==> src/design/run_length_text_expander_top_defines.svh <==
// Assertion macros for the run-length text expander.
// Included by files that carry concurrent checks; expects clk and rst_n in scope.
`ifndef RUN_LENGTH_TEXT_EXPANDER_TOP_DEFINES_SVH
`define RUN_LENGTH_TEXT_EXPANDER_TOP_DEFINES_SVH

// Same-cycle implication, disabled during reset.
`define RLTE_ASSERT_SAME(label, ante, cons) \
    label: assert property (@(posedge clk) disable iff (!rst_n) (ante) |-> (cons)) \
        else $error("rlte check failed");

// Next-cycle implication, disabled during reset.
`define RLTE_ASSERT_NEXT(label, ante, cons) \
    label: assert property (@(posedge clk) disable iff (!rst_n) (ante) |=> (cons)) \
        else $error("rlte check failed");

`endif

==> src/design/rlte_pkg.sv <==
// Shared types and constants for the run-length text expander.
// No dependencies; used by every module of the block.
`default_nettype none

package rlte_pkg;

    localparam int HEADER_BYTES = 40;
    localparam int HDR_W        = 6;

    localparam int CFG_W  = 12;
    localparam int ROW_W  = 13;
    localparam int CNT_W  = 8;
    localparam int SYM_W  = 8;
    localparam int LEN_W  = 9;

    localparam logic [CFG_W-1:0] MIN_WIDTH = 12'd5;
    localparam logic [ROW_W-1:0] ROW_MAX   = 13'd8191;

    localparam logic [CFG_W-1:0] LINE_WIDTH_RST = 12'd5;
    localparam logic [CFG_W-1:0] TOTAL_ROWS_RST = 12'd5;

    // Configuration register indexes
    localparam logic REG_LINE_WIDTH = 1'b0;
    localparam logic REG_TOTAL_ROWS = 1'b1;

    // Parse phases within a triple
    localparam logic [1:0] PH_SEP = 2'd0;
    localparam logic [1:0] PH_SYM = 2'd1;
    localparam logic [1:0] PH_CNT = 2'd2;

    // Command operations passed from front to back
    localparam logic [1:0] OP_NONE = 2'd0;
    localparam logic [1:0] OP_SEP  = 2'd1;
    localparam logic [1:0] OP_RUN  = 2'd2;

    localparam int QUEUE_DEPTH = 4;
    localparam int QUEUE_AW    = $clog2(QUEUE_DEPTH);

    typedef struct packed {
        logic             restart;
        logic [1:0]       op;
        logic [SYM_W-1:0] symbol;
        logic [CNT_W-1:0] count;
    } cmd_t;

    typedef struct packed {
        logic             break_before;
        logic [SYM_W-1:0] symbol;
        logic [LEN_W-1:0] segment_length;
        logic             last_of_run;
        logic             picture_done;
    } seg_t;

    typedef struct packed {
        logic             busy;
        logic [CFG_W-1:0] width_eff;
    } bk_stat_t;

endpackage

`default_nettype wire

==> src/design/rlte_front.sv <==
// Front end: drops the header, tracks the triple phase and emits commands.
// Depends on rlte_pkg.
`default_nettype none

module rlte_front (
    input  wire logic                    clk,
    input  wire logic                    rst_n,
    input  wire logic                    in_valid,
    output logic                         in_ready,
    input  wire logic [7:0]              data_byte,
    input  wire logic                    file_start,
    input  wire logic                    q_full,
    output logic                         q_push,
    output rlte_pkg::cmd_t               q_data
);
    import rlte_pkg::*;

    logic [HDR_W-1:0] hdr_left_reg, hdr_left_next;
    logic [1:0]       phase_reg, phase_next;
    logic [SYM_W-1:0] sym_reg, sym_next;

    logic [HDR_W-1:0] hdr_cur;
    logic [1:0]       phase_cur;
    logic [SYM_W-1:0] sym_cur;
    logic             accept;

    assign in_ready = !q_full;
    assign accept   = in_valid && in_ready;

    always_comb
    begin
        hdr_cur   = file_start ? HDR_W'(HEADER_BYTES) : hdr_left_reg;
        phase_cur = file_start ? PH_SEP : phase_reg;
        sym_cur   = file_start ? '0 : sym_reg;

        hdr_left_next = hdr_left_reg;
        phase_next    = phase_reg;
        sym_next      = sym_reg;

        q_data.restart = file_start;
        q_data.op      = OP_NONE;
        q_data.symbol  = sym_cur;
        q_data.count   = data_byte;

        if (accept)
        begin
            hdr_left_next = hdr_cur;
            phase_next    = phase_cur;
            sym_next      = sym_cur;
            if (hdr_cur != '0)
            begin
                hdr_left_next = hdr_cur - 1'b1;
            end
            else
            begin
                case (phase_cur)
                    PH_SYM:
                    begin
                        sym_next   = data_byte;
                        phase_next = PH_CNT;
                    end
                    PH_CNT:
                    begin
                        q_data.op  = OP_RUN;
                        phase_next = PH_SEP;
                    end
                    default:
                    begin
                        // separator; the row total check is done in the back end
                        q_data.op  = OP_SEP;
                        phase_next = PH_SYM;
                    end
                endcase
            end
        end
    end

    assign q_push = accept && (file_start || (q_data.op != OP_NONE));

    always_ff @(posedge clk or negedge rst_n)
    begin
        if (!rst_n)
        begin
            hdr_left_reg <= HDR_W'(HEADER_BYTES);
            phase_reg    <= PH_SEP;
            sym_reg      <= '0;
        end
        else
        begin
            hdr_left_reg <= hdr_left_next;
            phase_reg    <= phase_next;
            sym_reg      <= sym_next;
        end
    end

endmodule

`default_nettype wire

==> src/design/rlte_queue.sv <==
// Short command queue between the front and back ends.
// Depends on rlte_pkg.
`default_nettype none

module rlte_queue (
    input  wire logic       clk,
    input  wire logic       rst_n,
    input  wire logic       push,
    input  rlte_pkg::cmd_t  push_data,
    input  wire logic       pop,
    output rlte_pkg::cmd_t  pop_data,
    output logic            full,
    output logic            empty
);
    import rlte_pkg::*;

    cmd_t                mem [QUEUE_DEPTH];
    logic [QUEUE_AW-1:0] wr_ptr_reg, rd_ptr_reg;
    logic [QUEUE_AW:0]   count_reg, count_next;

    assign full     = (count_reg == (QUEUE_AW+1)'(QUEUE_DEPTH));
    assign empty    = (count_reg == '0);
    assign pop_data = mem[rd_ptr_reg];

    always_comb
    begin
        count_next = count_reg;
        if (push && !pop)
            count_next = count_reg + 1'b1;
        else if (pop && !push)
            count_next = count_reg - 1'b1;
    end

    always_ff @(posedge clk)
    begin
        if (push)
            mem[wr_ptr_reg] <= push_data;
    end

    always_ff @(posedge clk or negedge rst_n)
    begin
        if (!rst_n)
        begin
            wr_ptr_reg <= '0;
            rd_ptr_reg <= '0;
            count_reg  <= '0;
        end
        else
        begin
            if (push)
                wr_ptr_reg <= wr_ptr_reg + 1'b1;
            if (pop)
                rd_ptr_reg <= rd_ptr_reg + 1'b1;
            count_reg <= count_next;
        end
    end

endmodule

`default_nettype wire

==> src/design/rlte_back.sv <==
// Back end: executes commands, splits runs into line segments, holds the raster position.
// Depends on rlte_pkg.
`default_nettype none

module rlte_back (
    input  wire logic                          clk,
    input  wire logic                          rst_n,
    input  wire logic [rlte_pkg::CFG_W-1:0]    line_width,
    input  wire logic [rlte_pkg::CFG_W-1:0]    total_rows,
    input  wire logic                          q_empty,
    input  rlte_pkg::cmd_t                     q_data,
    output logic                               q_pop,
    output logic                               out_valid,
    input  wire logic                          out_ready,
    output rlte_pkg::seg_t                     seg,
    output rlte_pkg::bk_stat_t                 stat
);
    import rlte_pkg::*;

    logic             busy_reg, busy_next;
    logic [LEN_W-1:0] left_reg, left_next;
    logic [SYM_W-1:0] sym_reg, sym_next;
    logic [CFG_W-1:0] col_reg, col_next;
    logic [ROW_W-1:0] row_reg, row_next;
    logic             any_reg, any_next;
    logic             fin_reg, fin_next;
    logic             oval_reg, oval_next;
    seg_t             seg_reg, seg_next;

    logic [CFG_W-1:0] w;
    logic [CFG_W-1:0] col0, col1, room;
    logic [ROW_W-1:0] row0, row1;
    logic [LEN_W-1:0] len, left1;
    logic             emit;
    logic             fin_eff;
    logic [ROW_W-1:0] row_eff;
    logic [ROW_W-1:0] total_ext;

    assign w         = (line_width < MIN_WIDTH) ? MIN_WIDTH : line_width;
    assign total_ext = {1'b0, total_rows};

    // Segment datapath: close a line left over from a wider width, take up to line end
    always_comb
    begin
        if (col_reg >= w)
        begin
            col0 = '0;
            row0 = (row_reg < ROW_MAX) ? row_reg + 1'b1 : row_reg;
        end
        else
        begin
            col0 = col_reg;
            row0 = row_reg;
        end
        room = w - col0;
        if ({1'b0, room} > {4'b0, left_reg})
            len = left_reg;
        else
            len = room[LEN_W-1:0];
        left1 = left_reg - len;
        col1  = col0 + {3'b0, len};
        row1  = row0;
        if (col1 >= w)
        begin
            col1 = '0;
            row1 = (row0 < ROW_MAX) ? row0 + 1'b1 : row0;
        end
    end

    assign emit  = busy_reg && (!oval_reg || out_ready);
    assign q_pop = !busy_reg && !q_empty;

    assign fin_eff = q_data.restart ? 1'b0 : fin_reg;
    assign row_eff = q_data.restart ? '0 : row_reg;

    always_comb
    begin
        busy_next = busy_reg;
        left_next = left_reg;
        sym_next  = sym_reg;
        col_next  = col_reg;
        row_next  = row_reg;
        any_next  = any_reg;
        fin_next  = fin_reg;
        oval_next = oval_reg;
        seg_next  = seg_reg;

        if (oval_reg && out_ready)
            oval_next = 1'b0;

        if (q_pop)
        begin
            if (q_data.restart)
            begin
                col_next = '0;
                row_next = '0;
                any_next = 1'b0;
                fin_next = 1'b0;
            end
            if (!fin_eff)
            begin
                case (q_data.op)
                    OP_SEP:
                    begin
                        if (row_eff >= total_ext)
                            fin_next = 1'b1;
                    end
                    OP_RUN:
                    begin
                        busy_next = 1'b1;
                        left_next = {1'b0, q_data.count} + 1'b1;
                        sym_next  = q_data.symbol;
                    end
                    default:
                    begin
                    end
                endcase
            end
        end

        if (emit)
        begin
            oval_next               = 1'b1;
            seg_next.break_before   = (col0 == '0) && any_reg;
            seg_next.symbol         = sym_reg;
            seg_next.segment_length = len;
            seg_next.last_of_run    = (left1 == '0);
            seg_next.picture_done   = (row1 >= total_ext);
            col_next  = col1;
            row_next  = row1;
            left_next = left1;
            any_next  = 1'b1;
            if (left1 == '0)
            begin
                busy_next = 1'b0;
                if (row1 >= total_ext)
                    fin_next = 1'b1;
            end
        end
    end

    always_ff @(posedge clk or negedge rst_n)
    begin
        if (!rst_n)
        begin
            busy_reg <= 1'b0;
            col_reg  <= '0;
            row_reg  <= '0;
            any_reg  <= 1'b0;
            fin_reg  <= 1'b0;
            oval_reg <= 1'b0;
        end
        else
        begin
            busy_reg <= busy_next;
            col_reg  <= col_next;
            row_reg  <= row_next;
            any_reg  <= any_next;
            fin_reg  <= fin_next;
            oval_reg <= oval_next;
        end
    end

    always_ff @(posedge clk)
    begin
        left_reg <= left_next;
        sym_reg  <= sym_next;
        seg_reg  <= seg_next;
    end

    assign out_valid      = oval_reg;
    assign seg            = seg_reg;
    assign stat.busy      = busy_reg;
    assign stat.width_eff = w;

endmodule

`default_nettype wire

==> src/design/run_length_text_expander_top.sv <==
// Run-length text expander, top level; depends on rlte_pkg, rlte_front,
// rlte_queue, rlte_back and the assertion macro header.
//
// Input channel (in_valid/in_ready): one raw file byte per transfer, with
// file_start marking header byte zero of a new file. The first 40 bytes are
// dropped, then bytes form triples of separator, symbol and count.
// Output channel (out_valid/out_ready): one text segment per transfer: an
// optional newline, then symbol repeated segment_length times.
// Config port (cfg_we/cfg_index/cfg_wdata): index 0 line width, index 1 row
// total; write only while the block is idle.
// Rate: header, separator and symbol bytes are accepted while the queue is
// not full. A count byte becomes a run command; the back end loads a run
// only when idle, then emits one segment per cycle while the receiver is
// ready. The single segment unit sets the rate.
// A four-entry command queue lets bytes keep arriving while a run expands.
// Reset restores both config registers to 5 and restarts parsing. When the
// receiver stalls, the segment holds in the output register, the back end
// stops, and in_ready drops once the queue fills.
`default_nettype none
`include "run_length_text_expander_top_defines.svh"

module run_length_text_expander_top (
    input  wire logic                        clk,
    input  wire logic                        rst_n,
    input  wire logic                        in_valid,
    output logic                             in_ready,
    input  wire logic [7:0]                  data_byte,
    input  wire logic                        file_start,
    output logic                             out_valid,
    input  wire logic                        out_ready,
    output logic                             break_before,
    output logic [7:0]                       symbol,
    output logic [8:0]                       segment_length,
    output logic                             last_of_run,
    output logic                             picture_done,
    input  wire logic                        cfg_we,
    input  wire logic                        cfg_index,
    input  wire logic [rlte_pkg::CFG_W-1:0]  cfg_wdata
);
    import rlte_pkg::*;

    logic [CFG_W-1:0] line_width_reg, total_rows_reg;

    cmd_t     push_data, pop_data;
    logic     q_push, q_pop, q_full, q_empty;
    seg_t     seg;
    bk_stat_t bk_stat;

    always_ff @(posedge clk or negedge rst_n)
    begin
        if (!rst_n)
        begin
            line_width_reg <= LINE_WIDTH_RST;
            total_rows_reg <= TOTAL_ROWS_RST;
        end
        else if (cfg_we)
        begin
            case (cfg_index)
                REG_LINE_WIDTH: line_width_reg <= cfg_wdata;
                REG_TOTAL_ROWS: total_rows_reg <= cfg_wdata;
                default:
                begin
                end
            endcase
        end
    end

    rlte_front u_front (
        .clk        (clk),
        .rst_n      (rst_n),
        .in_valid   (in_valid),
        .in_ready   (in_ready),
        .data_byte  (data_byte),
        .file_start (file_start),
        .q_full     (q_full),
        .q_push     (q_push),
        .q_data     (push_data)
    );

    rlte_queue u_queue (
        .clk       (clk),
        .rst_n     (rst_n),
        .push      (q_push),
        .push_data (push_data),
        .pop       (q_pop),
        .pop_data  (pop_data),
        .full      (q_full),
        .empty     (q_empty)
    );

    rlte_back u_back (
        .clk        (clk),
        .rst_n      (rst_n),
        .line_width (line_width_reg),
        .total_rows (total_rows_reg),
        .q_empty    (q_empty),
        .q_data     (pop_data),
        .q_pop      (q_pop),
        .out_valid  (out_valid),
        .out_ready  (out_ready),
        .seg        (seg),
        .stat       (bk_stat)
    );

    assign break_before   = seg.break_before;
    assign symbol         = seg.symbol;
    assign segment_length = seg.segment_length;
    assign last_of_run    = seg.last_of_run;
    assign picture_done   = seg.picture_done;

    `RLTE_ASSERT_SAME(a_len_nonzero, out_valid, segment_length != '0)
    `RLTE_ASSERT_SAME(a_len_fits_line, out_valid, CFG_W'(segment_length) <= bk_stat.width_eff)
    `RLTE_ASSERT_SAME(a_pop_when_idle, q_pop, !bk_stat.busy && !q_empty)
    `RLTE_ASSERT_NEXT(a_run_load_busy, q_pop && pop_data.restart && (pop_data.op == OP_RUN), bk_stat.busy)

endmodule

`default_nettype wire
==> config.mk <==
export PLATFORM = sky130hd
export DESIGN_NAME = run_length_text_expander_top
export DESIGN_NICKNAME = d
export VERILOG_FILES = /design/src/design/rlte_pkg.sv /design/src/design/rlte_front.sv /design/src/design/rlte_queue.sv /design/src/design/rlte_back.sv /design/src/design/run_length_text_expander_top.sv
export VERILOG_INCLUDE_DIRS = /design/src /design/src/design
export SDC_FILE = /design/constraint.sdc
export NUM_CORES = 1
export LEC_CHECK = 0
export BUFFER_PORTS_ARGS = -buffer_cell sky130_fd_sc_hd__clkbuf_2
export CORE_ASPECT_RATIO = 1.5
export CORE_MARGIN = 4
export CORE_UTILIZATION = 42
export DETAILED_ROUTE_END_ITERATION = 8
export PLACE_DENSITY = 0.58
export SYNTH_ARGS = -nofsm -noshare
export SYNTH_HDL_FRONTEND = slang
export SYNTH_SLANG_ARGS = --single-unit
==> constraint.sdc <==
create_clock -name clk -period 15.3 [get_ports clk]
set_input_delay 2.295 -clock clk [delete_from_list [all_inputs] [get_ports clk]]
set_output_delay 2.295 -clock clk [all_outputs]
set_load 0.005 [all_outputs]
Yosys cells after proc, flatten, opt, wreduce, memory -nomap -nowiden
Memories as Yosys holds them, arrays and structs flattened.
Cells that the tools add are included.
- memories kept: 1
- bits in registers: 113
- memory bits (writable): 76
- word-level logic and storage cells: 131
- memory list (name ; words ; bits a word ; read ports ; clocked after memory_dff ; write ports ; RTL line ; RTL):
    u_queue.mem ; 4 ; 19 ; 1 ; 0 ; 1 ; rlte_queue.sv:17 ; cmd_t mem [QUEUE_DEPTH];
- $add $sub $neg: 11
- $lt $le $gt $ge: 8
- muxes and demuxes: 51
- eq/ne operators: 6
- reductions and logical operators: 31
- bitwise logic cells: 2
- operators with widths (operator ; number):
    2-to-1 mux 13 bit ; 7
    2-to-1 mux 12 bit ; 6
    2-to-1 mux 9 bit ; 5
    adder 13 x 1 -> 13 bit (second input constant) ; 2
    >= comparator 13 x 12 -> 1 bit ; 2
    less-than comparator 13 bit (second input constant) ; 2
    >= comparator 12 bit ; 2
    2-to-1 mux 8 bit ; 3
    2-to-1 mux 1 bit ; 20
    adder 12 x 9 -> 12 bit ; 1
    greater-than comparator 12 x 9 -> 1 bit ; 1
    logical NOT 12 bit ; 1
    less-than comparator 12 x 3 -> 1 bit (second input constant) ; 1
    2-to-1 mux 6 bit ; 2
    nonzero test 2 bit ; 6
    subtractor 12 bit ; 1
    adder 8 x 1 -> 9 bit (second input constant) ; 1
    logical NOT 9 bit ; 1
    subtractor 9 bit ; 1
    logical AND 1 bit ; 8
    2-to-1 mux 2 bit ; 4
    case mux 2 bit (2 select lines) ; 2
    logical NOT 1 bit ; 6
    2-to-1 mux 3 bit ; 2
    other kinds (14) ; 22

Depth between registers and ports, before layout
Gate-level depths: netlist of the first run.
- word-level depth: 14
- depth in mapped cells: 59
- depth with buffers taken out: 57

Cells and area by module
Synthesis of the first run repeated with hierarchy kept, for this count alone.
- cells, all modules: 989
- area total of the unflattened synthesis: 11330.9 um^2
- by module, submodules not included (module ; area an instance (um^2) ; cells an instance ; instances):
    rlte_back ; 6233.5 ; 703 ; 1
    rlte_queue ; 3136.8 ; 133 ; 1
    rlte_front ; 1002.2 ; 101 ; 1
    run_length_text_expander_top ; 958.4 ; 52 ; 1

Worst setup path before layout of the first run
No wires, ideal clock.
- path type: reg-to-reg
- start point: register line_width_reg[4]
- end point: register u_back.seg_reg, in the netlist u_back.seg[0] (data pin)
- buffers on the path: 4
- arrival time: 10.885 ns
- data required time: 15.043 ns
- setup time: 0.257 ns
- stages on the path, launching flop included: 56
- period minus slack after synthesis: 11.142 ns
- path slack: 4.158 ns
- cell sequence: dfrtp_1 > nor4_1 > nand4_1 > nand2b_1 > inv_1 > ha_1 > a211oi_1 > o21ai_1 > a21oi_1 > buf_2 > o21a_1 > buf_2 > buf_1 > nand2_1 > fa_1 > a21o_1 > a21o_1 > a21oi_1 > [20 not listed] > xnor2_1 > nor2_1 > ha_1 > and4_1 > o21ai_0 > nand2_1 > a211o_1 > o31ai_4 > mux2_2 > ha_1 > a21o_1 > a21o_1 > a211oi_1 > o21ai_0 > a221oi_1 > nand3_1 > mux2i_1 > inv_1
- word-level cells in the longest chain between the ends: 11
- ends and longest elaborated chain (item ; RTL line ; RTL):
    from (decl) ; run_length_text_expander_top.sv:42 ; logic [CFG_W-1:0] line_width_reg, total_rows_reg;
    from (signal assigned) ; run_length_text_expander_top.sv:59 ; REG_LINE_WIDTH: line_width_reg <= cfg_wdata;
    less-than comparator 12 x 3 -> 1 bit ; rlte_back.sv:39 ; assign w = (line_width < MIN_WIDTH) ? MIN_WIDTH : line_width;
    2-to-1 mux 12 bit * ; rlte_back.sv:39 ;
    >= comparator 12 bit ; rlte_back.sv:45 ; if (col_reg >= w)
    2-to-1 mux 12 bit ; rlte_back.sv:45 ;
    subtractor 12 bit * ; rlte_back.sv:55 ; room = w - col0;
    greater-than comparator 12 x 9 -> 1 bit ; rlte_back.sv:56 ; if ({1'b0, room} > {4'b0, left_reg})
    2-to-1 mux 9 bit * ; rlte_back.sv:56 ;
    net u_back.len[1] ; rlte_back.sv:33 ; logic [LEN_W-1:0] len, left1;
    adder 12 x 9 -> 12 bit * ; rlte_back.sv:61 ; col1 = col0 + {3'b0, len};
    >= comparator 12 bit * ; rlte_back.sv:63 ; if (col1 >= w)
    2-to-1 mux 13 bit * ; rlte_back.sv:63 ;
    >= comparator 13 x 12 -> 1 bit * ; rlte_back.sv:128 ; seg_next.picture_done = (row1 >= total_ext);
    to (signal assigned) ; rlte_back.sv:168 ; seg_reg <= seg_next;
    to (decl) ; rlte_back.sv:28 ; seg_t seg_reg, seg_next;
Mark *: on every way through the listed nets, which the timed path passes. The rest lies on a longest branch.
A chain may end at the register's enable or synchronous reset.

Worst setup path after layout of the first run
Ends and elaborated chain as after synthesis.

==> results of run 1 <==
## worst max-delay path, delay by kind of cell, from the launching register on
kind / cells / cell delay [ns]
AO/OA/AOI/OAI: 23 / 6.47
XOR/XNOR: 2 / 0.36
adder cells (fa/ha/maj): 7 / 2.13
flip-flops: 1 / 0.42
buffers and inverters: 5 / 0.54
AND/OR/NAND/NOR: 15 / 2.40
multiplexers: 2 / 0.71
## area by class of cell
cell class	count	share of cell area, %
Clock inverter	14	1.18
Sequential cell	189	42.9
Multi-Input combinational cell	703	44.3
Clock buffer	18	3.47
Tap cell	337	3.41
Timing Repair Buffer	56	2.45
Inverter	75	2.28
## final timing paths
| check | from | end | slack [ns] | depth (start not counted) |
|---|---|---|---|---|
| max | line_width_reg[4] | u_back.seg[0] | 2.00 | 54 |
| min | u_back.sym_reg[1] | u_back.seg[12] | 0.42 | 0 |
| max reg2reg | line_width_reg[4] | u_back.seg[0] | 2.00 | 54 |
| min reg2reg | u_back.sym_reg[1] | u_back.seg[12] | 0.42 | 0 |
| max in group asynchronous | rst_n | u_front.hdr_left_reg[4] | 12.51 | 2 |
| min in group asynchronous | rst_n | total_rows_reg[1] | 1.67 | 1 |
## synthesized netlist by cell type, types with 22 or more instances
| library cell | n |
|---|---|
| xnor2_1 | 30 |
| dfrtp_1 | 70 |
| inv_1 | 73 |
| a21o_1 | 22 |
| clkbuf_1 | 30 |
| a21oi_1 | 38 |
| o21ai_0 | 57 |
| ha_1 | 98 |
| mux2_2 | 24 |
| nor2_1 | 48 |
| nor2b_1 | 30 |
| nand2_1 | 95 |
| edfxtp_1 | 113 |
## where the power goes
part	switching (mW)	internal, mW	total [mW]
clock	0.217	0.218	0.436
combinational	0.850	0.620	1.47
sequential	0.0902	0.675	0.765
## kinds of logic after synthesis
group,Yosys count,synth area share [%]
multiplexers,64,8.10
buffers and inverters,115,3.95
AO/OA/AOI/OAI,209,12.6
AND/OR/NAND/NOR,280,12.5
XOR/XNOR,48,3.87
flip-flops,189,47.3
adder cells (fa/ha/maj),102,11.6
## through the flow
stage               total power, mW  utilization (%)
global placement               2.24             44.6
CTS                            2.69             46.8
finish                         2.67             46.8
global route                   2.91             46.8
detailed placement             2.24             44.6
floorplan                      1.84                -
## routing by layer
layer / routed length, um / global-route usage, %
met3: 828 / 2.48
met5: 0 / 0
met2: 14400 / 34.4
met4: 1350 / 10.3
met1: 10800 / 22.1
==> flow_summary_export.csv, run 1 <==
group,metric,value,unit
global_route,grt_overflow,0,
route,antenna_left,0,
logic_synthesis,synthDistinctLibCells,78,
route,post_drt_wl_per_cell,19.7,um
logic_synthesis,avgSynthCellArea,11.1,um2
critical_path,slowest_stage,"a211oi_1",
clock_network,holdBufCountCts,0,
logic_synthesis,synth_top_area_share,30.2,%
clock_network,post_cts_buffers,0,
critical_path,crit_type,"reg2reg",
route,dr_total_vias,7815,
floorplanning,start_util,42.5,%
clock_network,clock-root-buffer,"clkbuf_16",
run_status,status,"complete, no violations",
logic_synthesis,syn_nets,1136,
logic_synthesis,ys_warn_count,0,
logic_synthesis,syn-cell-area,11200,um2
sta,fin_crit,13.30,ns
route,drt_iter0_drc,422,
clock_network,cts_tree,"built",
logic_synthesis,synth_cells,1007,
global_route,grt_max_degree,69,
clock_network,cts_resized,0,
finish,synthToLayoutAreaGrowth,10.1,%
hold_path,hold_class,"reg2reg",
placed_design,placement.cell_area,11800,um2
clock_network,htree_num_levels,4,
logic_synthesis,yosysTopAreaCell,"edfxtp_1",
placed_design,place.gp.congestion,0.936,
finish,multi_input_area,5470,um2
placed_design,numPlacedInstances,1360,
placed_design,dp_hpwl,20700,um
power_and_ir_drop,ir_worst_vdd,0.103,mV
critical_path,cp_common_cell,"ha_1",
sta,drv_slew,0,
power_and_ir_drop,power_leakage,5.19,nW
sta,hold_violations,0,
logic_synthesis,ys.flop_type,"edfxtp_1",
route,vias_per_cell,5.61,
finish,nNetsFinal,1171,
floorplanning,die-area,29400,um2
critical_path,slowest_delay,0.85,ns
sta,rsz0062_at_grt,"no",
finish,fin_area,12400,um2
sta,worst_pin_slew,1.16,ns
job,cap_violations,0,
route,drc,0,
finish,final_common_cell,"edfxtp_1",
clock_network,cts_sinks,189,
floorplanning,die_w,141,um
floorplanning,core,26400,um2
sta,fmax,75.2,MHz
sta,setup_ws,2.00,ns
critical_path,worstPathRequired,15.49,ns
critical_path,critPathLaunchType,"flip-flop",
logic_synthesis,ys_top_cells_by_area,"edfxtp_1, dfrtp_1, ha_1",
clock_network,clock_latency,0.44,ns
clock_network,clk_path_buf_depth,2,
logic_synthesis,synth_edf_count,113,
finish,insertedDiodeCount,0,
floorplanning,die_h,208,um
sta,setup_violations,0,
logic_synthesis,ys_ff_latch,189,
global_route,grt_pass1_wl,43900,um
placed_design,post-place-ws,2.09,ns
logic_synthesis,ys_seq_area_share,47.3,%
critical_path,critPathCaptureType,"flip-flop",
sta,post-route-period-util,86.9,%
sta,tns,0,ns
power_and_ir_drop,powerDensity,216,nW/um2
sta,slew_headroom,21.9,%
global_route,grt_usage,19.2,%
clock_network,cts-buffers-inserted,17,
finish,layout_common_cells,"edfxtp_1, ha_1, nand2_1",
global_route,first_global_vias,8046,
sta,skew,0.0103,ns
finish,nFillCells,2423,
floorplanning,rows,73,
clock_network,clk_pin_slew,0.08,ns
route,wl,27400,um
finish,fin_cells,1392,
finish,regArea,5300,um2
route,firstDrtPassIters,5,
floorplanning,boundaryPins,49,
finish,largest_reg_flops,76,
global_route,antenna_found_initial,0,
critical_path,cp.arrival,13.49,ns
placed_design,portBuffers,48,
critical_path,cp_max_fo,11,
finish,drive_gt1_share,13.8,%
sta,holdWs,0.421,ns
logic_synthesis,async_flop_share,40.2,%
Note: power is estimated with default switching activity, not from simulation.
==> run 2, diff against run 1 <==
--- a/config.mk
+++ b/config.mk
@@ -7,11 +7,12 @@
 export NUM_CORES = 1
 export LEC_CHECK = 0
 export BUFFER_PORTS_ARGS = -buffer_cell sky130_fd_sc_hd__clkbuf_2
+export CAP_MARGIN = 20
 export CORE_ASPECT_RATIO = 1.5
 export CORE_MARGIN = 4
-export CORE_UTILIZATION = 42
+export CORE_UTILIZATION = 60
 export DETAILED_ROUTE_END_ITERATION = 8
-export PLACE_DENSITY = 0.58
+export PLACE_DENSITY = 0.78
 export SYNTH_ARGS = -nofsm -noshare
 export SYNTH_HDL_FRONTEND = slang
 export SYNTH_SLANG_ARGS = --single-unit
==> run 2 against run 1 <==
Net effect: first-iteration DRC count grew 27%; worst setup slack got worse by 0.59 ns; wire length down 2.6%; count of clock-buffer cells in the layout shrank 1; clock skew increased by 0.0064 ns; non-clock buffer count shrank 2; cell count decreased by 6.3%; fmax down 4.2%; critical path depth decreased by 1; largest cell class unchanged.
==> flow_summary_export.csv, run 2 (same netlist as run 1, synthesis figures left out) <==
group,metric,value,unit
run_status,status,"complete, no violations",
clock_network,post_cts_buffers,0,
critical_path,critPathCaptureType,"flip-flop",
route,post_drt_wl_per_cell,20.5,um
critical_path,worst-path-buf-inv,4,
sta,skew,0.0167,ns
clock_network,clock-root-buffer,"clkbuf_16",
finish,drive_gt1_share,14.0,%
clock_network,cts-buffers-inserted,17,
global_route,grt_pass1_wl,42700,um
placed_design,place.gp.congestion,1.04,
global_route,first_global_vias,8025,
global_route,grt_usage,26.4,%
sta,drv_slew,0,
placed_design,placement.cell_area,11700,um2
critical_path,crit_type,"reg2reg",
finish,final_common_cell,"edfxtp_1",
route,dr_total_vias,7935,
critical_path,cp_max_fo,11,
clock_network,clock_latency,0.45,ns
finish,largest_reg_flops,76,
power_and_ir_drop,power_leakage,5.21,nW
route,antenna_left,0,
clock_network,holdBufCountCts,0,
global_route,antenna_found_initial,0,
sta,fmax,72.0,MHz
placed_design,post-place-ws,1.76,ns
critical_path,cp_common_cell,"ha_1",
floorplanning,die_h,175,um
placed_design,portBuffers,48,
critical_path,worstPathRequired,15.51,ns
sta,tns,0,ns
job,cap_violations,0,
route,firstDrtPassIters,7,
sta,fin_crit,13.89,ns
sta,post-route-period-util,90.8,%
route,drc,0,
sta,rsz0062_at_grt,"no",
sta,worst_pin_slew,1.05,ns
finish,synthToLayoutAreaGrowth,9.69,%
critical_path,cp.arrival,14.10,ns
global_route,grt_max_degree,77,
clock_network,clk_path_buf_depth,2,
floorplanning,die-area,21000,um2
sta,holdWs,0.435,ns
critical_path,critPathLaunchType,"flip-flop",
clock_network,cts_tree,"built",
critical_path,slowest_delay,0.87,ns
floorplanning,core,18500,um2
clock_network,clk_pin_slew,0.09,ns
clock_network,htree_num_levels,4,
critical_path,critPathTopFamily,"compound AO/OA/AOI/OAI gates",
route,wl,26700,um
clock_network,cts_sinks,189,
power_and_ir_drop,ir_worst_vdd,0.0923,mV
finish,layout_common_cells,"edfxtp_1, ha_1, nand2_1",
floorplanning,start_util,60.7,%
finish,nNetsFinal,1169,
placed_design,dp_hpwl,19500,um
finish,insertedDiodeCount,0,
sta,setup_ws,1.41,ns
critical_path,slowest_stage,"nor2b_1",
route,drt_iter0_drc,537,
sta,setup_violations,0,
route,vias_per_cell,6.08,
finish,post-route-util,66.6,%
floorplanning,rows,61,
sta,slew_headroom,29.8,%
power_and_ir_drop,powerDensity,219,nW/um2
floorplanning,boundaryPins,49,
finish,fin_area,12300,um2
floorplanning,die_w,120,um
hold_path,hold_class,"reg2reg",
clock_network,cts_resized,0,
global_route,grt_overflow,0,
sta,hold_violations,0,
run 2: cell count changes in the layout (fill, tap and decap cells not counted):
cell,before,now
inv_8,5,2
clkinvlp_4,1,0
clkinv_8,3,5
clkinv_1,3,1
clkbuf_1,1,0
clkbuf_2,47,48
inv_16,0,1
inv_12,0,5
buf_4,9,6
inv_6,3,2
run 2: worst paths after layout:
kind / from / endpoint / slack (ns) / cells past startpoint
worst min-delay path: u_back.sym_reg[5] / u_back.seg[16] / 0.44 / 0
worst min register to register: u_back.sym_reg[5] / u_back.seg[16] / 0.44 / 0
max in group asynchronous: rst_n / u_front.hdr_left_reg[2] / 12.62 / 1
worst max-delay path: line_width_reg[4] / u_back.seg[0] / 1.41 / 53
min in group asynchronous: rst_n / total_rows_reg[9] / 2.02 / 1
worst max register to register: line_width_reg[4] / u_back.seg[0] / 1.41 / 53
run 2: power breakdown:
| part | total [mW] | switching (mW) | internal [mW] |
|---|---|---|---|
| Sequential | 0.761 | 0.0861 | 0.675 |
| Combinational | 1.46 | 0.842 | 0.621 |
| Clock | 0.475 | 0.243 | 0.232 |
run 2: per-layer routing:
metal | global-route usage [%] | up-vias | wire (um)
met2 | 47.3 | 268 | 14000
li1 | - | 3759 | -
met4 | 15.8 | 0 | 1560
met1 | 29.9 | 3827 | 10100
met3 | 3.48 | 81 | 1050
met5 | 0 | - | 0
run 2: area by class of cell:
type	instances	area, um2
Timing Repair Buffer	54	285
Multi-Input combinational cell	703	5470
Tap cell	252	315
Sequential cell	189	5300
Clock buffer	17	425
Fill cell	1423	6160
Clock inverter	15	223
Inverter	75	282
run 2: stage by stage:
step,power [mW],cells
floorplan,1.84,1007
global placement,2.17,1272
detailed placement,2.21,1272
CTS,2.70,1304
global route,2.91,1305
finish,2.70,1305
run 2: worst register-to-register path: cells and delay by family, from the launching register on:
kind,cells,cell delay (ns)
compound gates,23,6.43
flops,1,0.42
simple gates,15,3.22
fa+ha+maj,7,2.14
xor+xnor,2,0.34
buf+inv,4,0.33
mux,2,0.76
